--- config.mk ---
export PLATFORM = sky130hd
export DESIGN_NAME = pemr_ctrl
export DESIGN_NICKNAME = d
export VERILOG_FILES = /design/src/rtl/pemr_pkg.sv /design/src/rtl/pemr_ctrl.sv
export VERILOG_INCLUDE_DIRS = /design/src /design/src/rtl
export SDC_FILE = /design/constraint.sdc
export NUM_CORES = 1
export LEC_CHECK = 0
export BUFFER_PORTS_ARGS = -buffer_cell sky130_fd_sc_hd__buf_2
export CAP_MARGIN = 20
export CORE_MARGIN = 5
export CORE_UTILIZATION = 55
export CTS_BUF_LIST = sky130_fd_sc_hd__clkbuf_8
export CTS_CLUSTER_DIAMETER = 50
export DETAILED_ROUTE_END_ITERATION = 8
export PLACE_DENSITY = 0.73
export SYNTH_ARGS = -nofsm -noshare
export SYNTH_HDL_FRONTEND = slang
export SYNTH_SLANG_ARGS = --single-unit
--- constraint.sdc ---
create_clock -name clk -period 17.1 [get_ports clk]
set_input_delay 2.565 -clock clk [delete_from_list [all_inputs] [get_ports clk]]
set_output_delay 2.565 -clock clk [all_outputs]
set_load 0.005 [all_outputs]
--- src/rtl/prewitt_edge_magnitude_rgb_core_defines.svh ---
// Assertion macros shared by the edge magnitude core
`ifndef PREWITT_EDGE_MAGNITUDE_RGB_CORE_DEFINES_SVH
`define PREWITT_EDGE_MAGNITUDE_RGB_CORE_DEFINES_SVH

// Same-cycle implication, checked outside reset
`define PEMR_ASSERT_NOW(lbl, ante, cons, msg) \
  lbl: assert property (@(posedge clk) disable iff (!rst_n) (ante) |-> (cons)) else $error(msg);

// Next-cycle implication, checked outside reset
`define PEMR_ASSERT_NEXT(lbl, ante, cons, msg) \
  lbl: assert property (@(posedge clk) disable iff (!rst_n) (ante) |=> (cons)) else $error(msg);

`endif

--- src/rtl/pemr_pkg.sv ---
// Shared constants and controller/datapath types for the edge magnitude core
package pemr_pkg;
  localparam int MAX_WIDTH  = 1024;
  localparam int MAX_HEIGHT = 1024;
  localparam int COL_W      = $clog2(MAX_WIDTH);
  localparam int RING_ROWS  = 4;
  localparam int RING_W     = $clog2(RING_ROWS);
  localparam int ADDR_W     = RING_W + COL_W;
  localparam int RAM_DEPTH  = RING_ROWS * MAX_WIDTH;
  localparam int CFG_W      = 11;
  localparam int POS_W      = 11;
  localparam int PIX_W      = 24;
  localparam int GRAD_W     = 11;
  localparam int SQ_W       = 22;
  localparam int REM_W      = 14;
  localparam int ROOT_W     = 11;
  localparam int SQRT_STEPS = 11;
  localparam int DIV3_MUL   = 683;
  localparam int DIV3_SHIFT = 11;
  localparam int PIX_MAX    = 255;

  localparam logic [0:0] CFG_IMAGE_WIDTH  = 1'b0;
  localparam logic [0:0] CFG_IMAGE_HEIGHT = 1'b1;

  localparam logic [0:0] KIND_PIXEL = 1'b0;
  localparam logic [0:0] KIND_DRAIN = 1'b1;

  typedef struct packed {
    logic              wr_en;
    logic [ADDR_W-1:0] wr_addr;
    logic              rd_en;
    logic [ADDR_W-1:0] rd_addr;
    logic [1:0]        cell_row;
    logic [1:0]        cell_col;
    logic              clr;
    logic              sq;
    logic              root_step;
    logic              load;
    logic              frame_end;
  } cmd_t;

  typedef struct packed {
    logic out_busy;
  } sts_t;
endpackage

--- src/rtl/pemr_ctrl.sv ---
// Controller: frame positions, config registers, window read sequencing and math schedule
`include "prewitt_edge_magnitude_rgb_core_defines.svh"
module pemr_ctrl (
  input  logic                               clk,
  input  logic                               rst_n,
  input  logic                               in_tvalid,
  input  logic                               in_tuser,
  output logic                               in_tready,
  input  logic                               cfg_we,
  input  logic [0:0]                         cfg_index,
  input  logic [pemr_pkg::CFG_W-1:0]         cfg_wdata,
  input  pemr_pkg::sts_t                     sts,
  output pemr_pkg::cmd_t                     cmd
);
  localparam logic [2:0] S_IDLE = 3'd0;
  localparam logic [2:0] S_READ = 3'd1;
  localparam logic [2:0] S_LAST = 3'd2;
  localparam logic [2:0] S_SQ   = 3'd3;
  localparam logic [2:0] S_ROOT = 3'd4;
  localparam logic [2:0] S_OUT  = 3'd5;

  logic [2:0] st_r, st_nxt;
  logic [pemr_pkg::CFG_W-1:0] w_r, w_nxt, h_r, h_nxt;
  logic [pemr_pkg::POS_W-1:0] in_col_r, in_col_nxt, in_row_r, in_row_nxt;
  logic [pemr_pkg::POS_W-1:0] out_col_r, out_col_nxt, out_row_r, out_row_nxt;
  logic [1:0] ri_r, ri_nxt, ci_r, ci_nxt;
  logic [3:0] cnt_r, cnt_nxt;
  logic [pemr_pkg::RING_W-1:0] rs_r [3];
  logic [pemr_pkg::RING_W-1:0] rs_nxt [3];
  logic [pemr_pkg::COL_W-1:0] cs_r [3];
  logic [pemr_pkg::COL_W-1:0] cs_nxt [3];
  logic fe_r, fe_nxt;

  logic [pemr_pkg::POS_W-1:0] w_eff, h_eff;
  logic in_acc, restart, pix_ready, emit;
  logic [pemr_pkg::POS_W-1:0] r_cur, c_cur, e_row, e_col, e_col_inc, e_row_inc, c_inc;
  logic [pemr_pkg::RING_W-1:0] rd_row;
  logic [pemr_pkg::COL_W-1:0] rd_col;

  assign w_eff = (w_r == '0) ? pemr_pkg::POS_W'(1) :
                 (w_r > pemr_pkg::CFG_W'(pemr_pkg::MAX_WIDTH)) ?
                 pemr_pkg::POS_W'(pemr_pkg::MAX_WIDTH) : w_r;
  assign h_eff = (h_r == '0) ? pemr_pkg::POS_W'(1) :
                 (h_r > pemr_pkg::CFG_W'(pemr_pkg::MAX_HEIGHT)) ?
                 pemr_pkg::POS_W'(pemr_pkg::MAX_HEIGHT) : h_r;

  assign in_tready = (st_r == S_IDLE);
  assign in_acc    = in_tvalid && in_tready;
  assign restart   = (in_row_r >= h_eff) || (in_col_r >= w_eff) ||
                     (out_row_r >= h_eff) || (out_col_r >= w_eff);
  assign r_cur     = restart ? '0 : in_row_r;
  assign c_cur     = restart ? '0 : in_col_r;
  assign c_inc     = c_cur + pemr_pkg::POS_W'(1);
  assign pix_ready = (r_cur >= pemr_pkg::POS_W'(2)) ||
                     ((r_cur == pemr_pkg::POS_W'(1)) && (c_cur >= pemr_pkg::POS_W'(1)));
  assign e_row     = (in_tuser == pemr_pkg::KIND_PIXEL && restart) ? '0 : out_row_r;
  assign e_col     = (in_tuser == pemr_pkg::KIND_PIXEL && restart) ? '0 : out_col_r;
  assign e_row_inc = e_row + pemr_pkg::POS_W'(1);
  assign e_col_inc = e_col + pemr_pkg::POS_W'(1);

  always_comb begin
    unique case (ri_r)
      2'd0:    rd_row = rs_r[0];
      2'd1:    rd_row = rs_r[1];
      default: rd_row = rs_r[2];
    endcase
    unique case (ci_r)
      2'd0:    rd_col = cs_r[0];
      2'd1:    rd_col = cs_r[1];
      default: rd_col = cs_r[2];
    endcase
  end

  always_comb begin
    st_nxt      = st_r;
    w_nxt       = w_r;
    h_nxt       = h_r;
    in_col_nxt  = in_col_r;
    in_row_nxt  = in_row_r;
    out_col_nxt = out_col_r;
    out_row_nxt = out_row_r;
    ri_nxt      = ri_r;
    ci_nxt      = ci_r;
    cnt_nxt     = cnt_r;
    rs_nxt      = rs_r;
    cs_nxt      = cs_r;
    fe_nxt      = fe_r;
    emit        = 1'b0;
    cmd         = '0;
    cmd.rd_addr   = {rd_row, rd_col};
    cmd.cell_row  = ri_r;
    cmd.cell_col  = ci_r;
    cmd.frame_end = fe_r;
    cmd.wr_addr   = {r_cur[pemr_pkg::RING_W-1:0], c_cur[pemr_pkg::COL_W-1:0]};
    unique case (st_r)
      S_IDLE: begin
        if (in_acc) begin
          if (in_tuser == pemr_pkg::KIND_DRAIN) begin
            emit = (in_row_r >= h_eff) && (out_row_r < h_eff);
          end else begin
            cmd.wr_en = 1'b1;
            out_col_nxt = e_col;
            out_row_nxt = e_row;
            if (c_inc >= w_eff) begin
              in_col_nxt = '0;
              in_row_nxt = r_cur + pemr_pkg::POS_W'(1);
            end else begin
              in_col_nxt = c_inc;
              in_row_nxt = r_cur;
            end
            emit = pix_ready;
          end
        end
        if (emit) begin
          rs_nxt[0] = (e_row == '0) ? '0 : pemr_pkg::RING_W'(e_row - pemr_pkg::POS_W'(1));
          rs_nxt[1] = e_row[pemr_pkg::RING_W-1:0];
          rs_nxt[2] = (e_row_inc >= h_eff) ?
                      pemr_pkg::RING_W'(h_eff - pemr_pkg::POS_W'(1)) :
                      e_row_inc[pemr_pkg::RING_W-1:0];
          cs_nxt[0] = (e_col == '0) ? '0 : pemr_pkg::COL_W'(e_col - pemr_pkg::POS_W'(1));
          cs_nxt[1] = e_col[pemr_pkg::COL_W-1:0];
          cs_nxt[2] = (e_col_inc >= w_eff) ?
                      pemr_pkg::COL_W'(w_eff - pemr_pkg::POS_W'(1)) :
                      e_col_inc[pemr_pkg::COL_W-1:0];
          fe_nxt = (e_row == h_eff - pemr_pkg::POS_W'(1)) &&
                   (e_col == w_eff - pemr_pkg::POS_W'(1));
          if (e_col_inc >= w_eff) begin
            out_col_nxt = '0;
            out_row_nxt = e_row_inc;
          end else begin
            out_col_nxt = e_col_inc;
            out_row_nxt = e_row;
          end
          cmd.clr = 1'b1;
          ri_nxt  = '0;
          ci_nxt  = '0;
          st_nxt  = S_READ;
        end
      end
      S_READ: begin
        cmd.rd_en = 1'b1;
        if (ci_r == 2'd2) begin
          ci_nxt = '0;
          ri_nxt = ri_r + 2'd1;
          if (ri_r == 2'd2) begin
            st_nxt = S_LAST;
          end
        end else begin
          ci_nxt = ci_r + 2'd1;
        end
      end
      S_LAST: begin
        st_nxt = S_SQ;
      end
      S_SQ: begin
        cmd.sq  = 1'b1;
        cnt_nxt = '0;
        st_nxt  = S_ROOT;
      end
      S_ROOT: begin
        cmd.root_step = 1'b1;
        cnt_nxt = cnt_r + 4'd1;
        if (cnt_r == 4'(pemr_pkg::SQRT_STEPS - 1)) begin
          st_nxt = S_OUT;
        end
      end
      S_OUT: begin
        if (!sts.out_busy) begin
          cmd.load = 1'b1;
          st_nxt   = S_IDLE;
        end
      end
      default: begin
        st_nxt = S_IDLE;
      end
    endcase
    if (cfg_we) begin
      if (cfg_index == pemr_pkg::CFG_IMAGE_WIDTH) begin
        w_nxt = cfg_wdata;
      end else begin
        h_nxt = cfg_wdata;
      end
      in_col_nxt  = '0;
      in_row_nxt  = '0;
      out_col_nxt = '0;
      out_row_nxt = '0;
    end
  end

  always_ff @(posedge clk) begin
    if (!rst_n) begin
      st_r      <= S_IDLE;
      w_r       <= pemr_pkg::CFG_W'(640);
      h_r       <= pemr_pkg::CFG_W'(480);
      in_col_r  <= '0;
      in_row_r  <= '0;
      out_col_r <= '0;
      out_row_r <= '0;
      ri_r      <= '0;
      ci_r      <= '0;
      cnt_r     <= '0;
    end else begin
      st_r      <= st_nxt;
      w_r       <= w_nxt;
      h_r       <= h_nxt;
      in_col_r  <= in_col_nxt;
      in_row_r  <= in_row_nxt;
      out_col_r <= out_col_nxt;
      out_row_r <= out_row_nxt;
      ri_r      <= ri_nxt;
      ci_r      <= ci_nxt;
      cnt_r     <= cnt_nxt;
    end
  end

  always_ff @(posedge clk) begin
    rs_r <= rs_nxt;
    cs_r <= cs_nxt;
    fe_r <= fe_nxt;
  end

  `PEMR_ASSERT_NOW(a_wr_only_idle, cmd.wr_en, st_r == S_IDLE, "pixel write outside idle")
  `PEMR_ASSERT_NOW(a_rd_only_read, cmd.rd_en, st_r == S_READ, "window read outside read phase")
  `PEMR_ASSERT_NEXT(a_read_to_last, st_r == S_READ && ri_r == 2'd2 && ci_r == 2'd2, st_r == S_LAST, "window read did not end after nine cells")
  `PEMR_ASSERT_NEXT(a_load_to_idle, cmd.load, st_r == S_IDLE && in_tready, "controller not idle after result load")
  `PEMR_ASSERT_NOW(a_load_free, cmd.load, !sts.out_busy, "result loaded over a pending item")
endmodule

==> results.py <==
metrics = {
    "detailed_routing": {
        "wl_met3_microns": 1660,
        "finalWirelength_microns": 24400,
        "postRouteAntennaNets": 0,
        "wl_met2_microns": 11100,
        "viasPerCell": 6.14,
        "drc_errors": 0,
        "met1Wirelength_microns": 11000,
        "initialDrtViolationCount": 691,
        "top_layer_used": "met4",
        "avgRoutedWirePerCell_microns": 18.2,
        "firstDrtPassIters": 6,
        "vias": 8248,
    },
    "global_routing": {
        "grt_max_degree": 41,
        "grt_overflow": 0,
        "grt_antenna_before_repair": 0,
        "grt_first_pass_wirelength_microns": 39400,
        "grt_usage_pct": 26.8,
        "grt_pass1_vias": 7725,
    },
    "placement": {
        "gp_congestion": 0.943,
        "dpl.hpwl_microns": 17900,
        "port-buffer-count": 53,
        "dp.cells": 1312,
    },
    "worst_setup_path": {
        "startpoint_type": "flip-flop",
        "worst_setup_path_end_kind": "primary output",
        "path_delay_family": "simple AND/OR/NAND/NOR gates",
        "crit_buf_inv": 4,
        "critPathArrivalTime_ns": 5.56,
        "critPathRequiredTime_ns": 14.53,
        "slowest_stage": "a211oi_1",
        "crit_type": "reg2out",
        "max_stage_delay_ns": 0.74,
        "path_max_fanout": 17,
        "crit_top_cell": "nor2_1",
        "cp_cell_sequence": "nor4_1 -> and3_1 -> nor2_1 -> nor2_1 -> ha_1 -> nand3_1 -> nor2_1 -> a211oi_1 -> nand2_1 -> nor3_1 -> buf_4 -> nand2_1 -> ha_1 -> a211oi_1 -> o41ai_2 -> buf_4 -> nand3_1 -> inv_1 -> buf_2",
    },
    "logic_synthesis": {
        "async_flop_share_pct": 0,
        "netlist_area_sq_um": 8790,
        "synth_warnings": 0,
        "ys.flop_type": "dfxtp_1",
        "syn_inst": 1095,
        "syn_avg_cell_area_sq_um": 8.02,
        "synth_cell_type_count": 76,
        "synth-seq-cells": 114,
        "synth-seq-area-share_pct": 30.2,
        "synth_edf_count": 37,
        "synth_nets": 1207,
    },
    "job": {
        "max-cap-violations": 0,
    },
    "power_and_ir_drop": {
        "power.density_nw_per_um2": 68.6,
        "power.leakage_uw": 0.00394,
        "ir_worst_vdd_mv": 0.0696,
        "power_uw": 654,
    },
    "die": {
        "die_y_microns": 136,
        "fp-row-count": 46,
        "fp.coreArea_sq_um": 15800,
        "die_w_microns": 136,
        "initial_core_util_pct": 55.7,
        "die_area_sq_um": 18600,
        "boundaryPins": 54,
    },
    "layout": {
        "layout.area.seq_sq_um": 2650,
        "nFillCells": 1464,
        "antenna_cells": 0,
        "syn2layout_area_growth_pct": 8.34,
        "drive_above_1_share_pct": 9.93,
        "post_layout_nonfiller_instances": 1344,
        "layout_commonest_cell": "nand2_1",
        "final_cell_mix": "nand2_1, nor2_1, ha_1, dfxtp_1, a21oi_1",
        "nNetsFinal": 1227,
        "multi_input_area_sq_um": 5750,
    },
    "timing": {
        "maxSlewViolCount": 0,
        "max_freq_mhz": 123,
        "setup_viol": 0,
        "hold_violations": 0,
        "finClkSkew_ns": 0.00737,
        "relSlewSlack_pct": 32.6,
        "hold_slack_ns": 0.509,
        "rsz0062_at_grt": "false",
        "worst_pin_slew_ns": 1.01,
        "fin_crit_ns": 8.12,
        "final.setup.tns_ns": 0,
        "final.period_utilization_pct": 47.5,
    },
    "clock_network": {
        "root_buffer": "clkbuf_8",
        "clk_pin_slew_ns": 0.07,
        "cts_tree": "built",
        "htreeDepth": 4,
        "holdBufCountCts": 0,
        "clock_latency_ns": 0.46,
        "post_cts_resize_count": 0,
        "cts_buffer_depth": 2,
        "post_cts_buffers": 0,
        "clkSinkCount": 114,
        "numCtsBuffers": 17,
    },
    "status": {
        "status": "finished clean",
    },
    "hold_path": {
        "min_path_type": "reg2reg",
    },
}
[sequential cells by signal, indices dropped and copies added, names as in the netlist]
signal	cells
fe_r	1
out_row_r	11
ri_r	2
in_row_r	11
ci_r	2
w_r	11
st_r	3
cs_r	30
in_col_r	11
out_col_r	11
cnt_r	4
rs_r	6
h_r	11
[metrics by stage]
step	instance area, sq um	worst slack, ns	utilization (%)
3_3_place_gp	9170	9.74	58.1
5_1_grt	9520	8.76	60.4
3_5_place_dp	9170	9.63	58.1
6_report	9520	8.98	60.4
4_1_cts	9520	9.11	60.4
2_1_floorplan	8790	9.63	-
[worst register-to-register path, delay by kind of cell (launching register included)]
kind | cells | cell delay (ns)
compound gates | 9 | 1.59
xor+xnor | 1 | 0.13
fa+ha+maj | 3 | 0.80
buf+inv | 2 | 0.50
flops | 1 | 0.37
simple gates | 13 | 4.16
[metal layers]
metal | up-vias | track usage, %
li1 | 4016 | -
met1 | 3853 | 35.5
met2 | 319 | 43.3
met3 | 60 | 5.70
met4 | 0 | 9.41
met5 | - | 0
[power breakdown]
group | total, uW | internal [uW] | switching (uW)
registers | 303 | 290 | 12.7
logic | 118 | 42.2 | 75.5
clock network | 233 | 113 | 120
total | 654 | 445 | 208
[final cells by class]
type / instances / area share (%)
multi-input combinational: 876 / 60.3
sequential: 114 / 27.9
timing repair buffer: 62 / 3.50
tap: 216 / 2.84
clock buffer: 17 / 2.46
inverter: 44 / 1.73
clock inverter: 15 / 1.26
[path summary, 6_finish.rpt]
kind / start / to / slack [ns] / cells after the start
hold / removal: w_r[8] / w_r[8] / 0.51 / 2
hold reg to reg: w_r[8] / w_r[8] / 0.51 / 2
setup / recovery: w_r[6] / cmd[4] / 8.98 / 19
setup reg to reg: w_r[6] / out_row_r[2] / 9.45 / 28
[Yosys cell counts, drive strengths merged (13+ instances only)]
cell type / instances / area share [%]
nand2: 142 / 6.1
nor2: 95 / 4.1
ha: 94 / 13
dfxtp: 77 / 18
a21oi: 68 / 4.0
o21ai: 60 / 3.5
clkbuf: 47 / 2.0
nand3: 47 / 2.7
inv: 44 / 1.9
edfxtp: 37 / 13
nor3: 29 / 1.7
xnor2: 29 / 2.9
a21boi: 25 / 2.1
and3: 20 / 1.4
and2: 19 / 1.4
xor2: 18 / 1.8
mux2i: 16 / 1.8
a211oi: 15 / 1.3
nand4: 15 / 1.1
nor4: 15 / 1.1
buf: 14 / 0.78
o21a: 14 / 1.2
nor2b: 13 / 0.93
o211ai: 13 / 1.1
[cell families after synthesis]
family                   after synthesis  share of synthesized area [%]
AND/OR/NAND/NOR                      450                           25.2
AO/OA/AOI/OAI                        268                           19.9
flip-flops                           114                           30.2
buffers and inverters                105                           4.67
adder cells (fa/ha/maj)               94                           13.4
XOR/XNOR                              47                           4.68
multiplexers                          17                           1.95
Power figures use the tool's default switching activity.
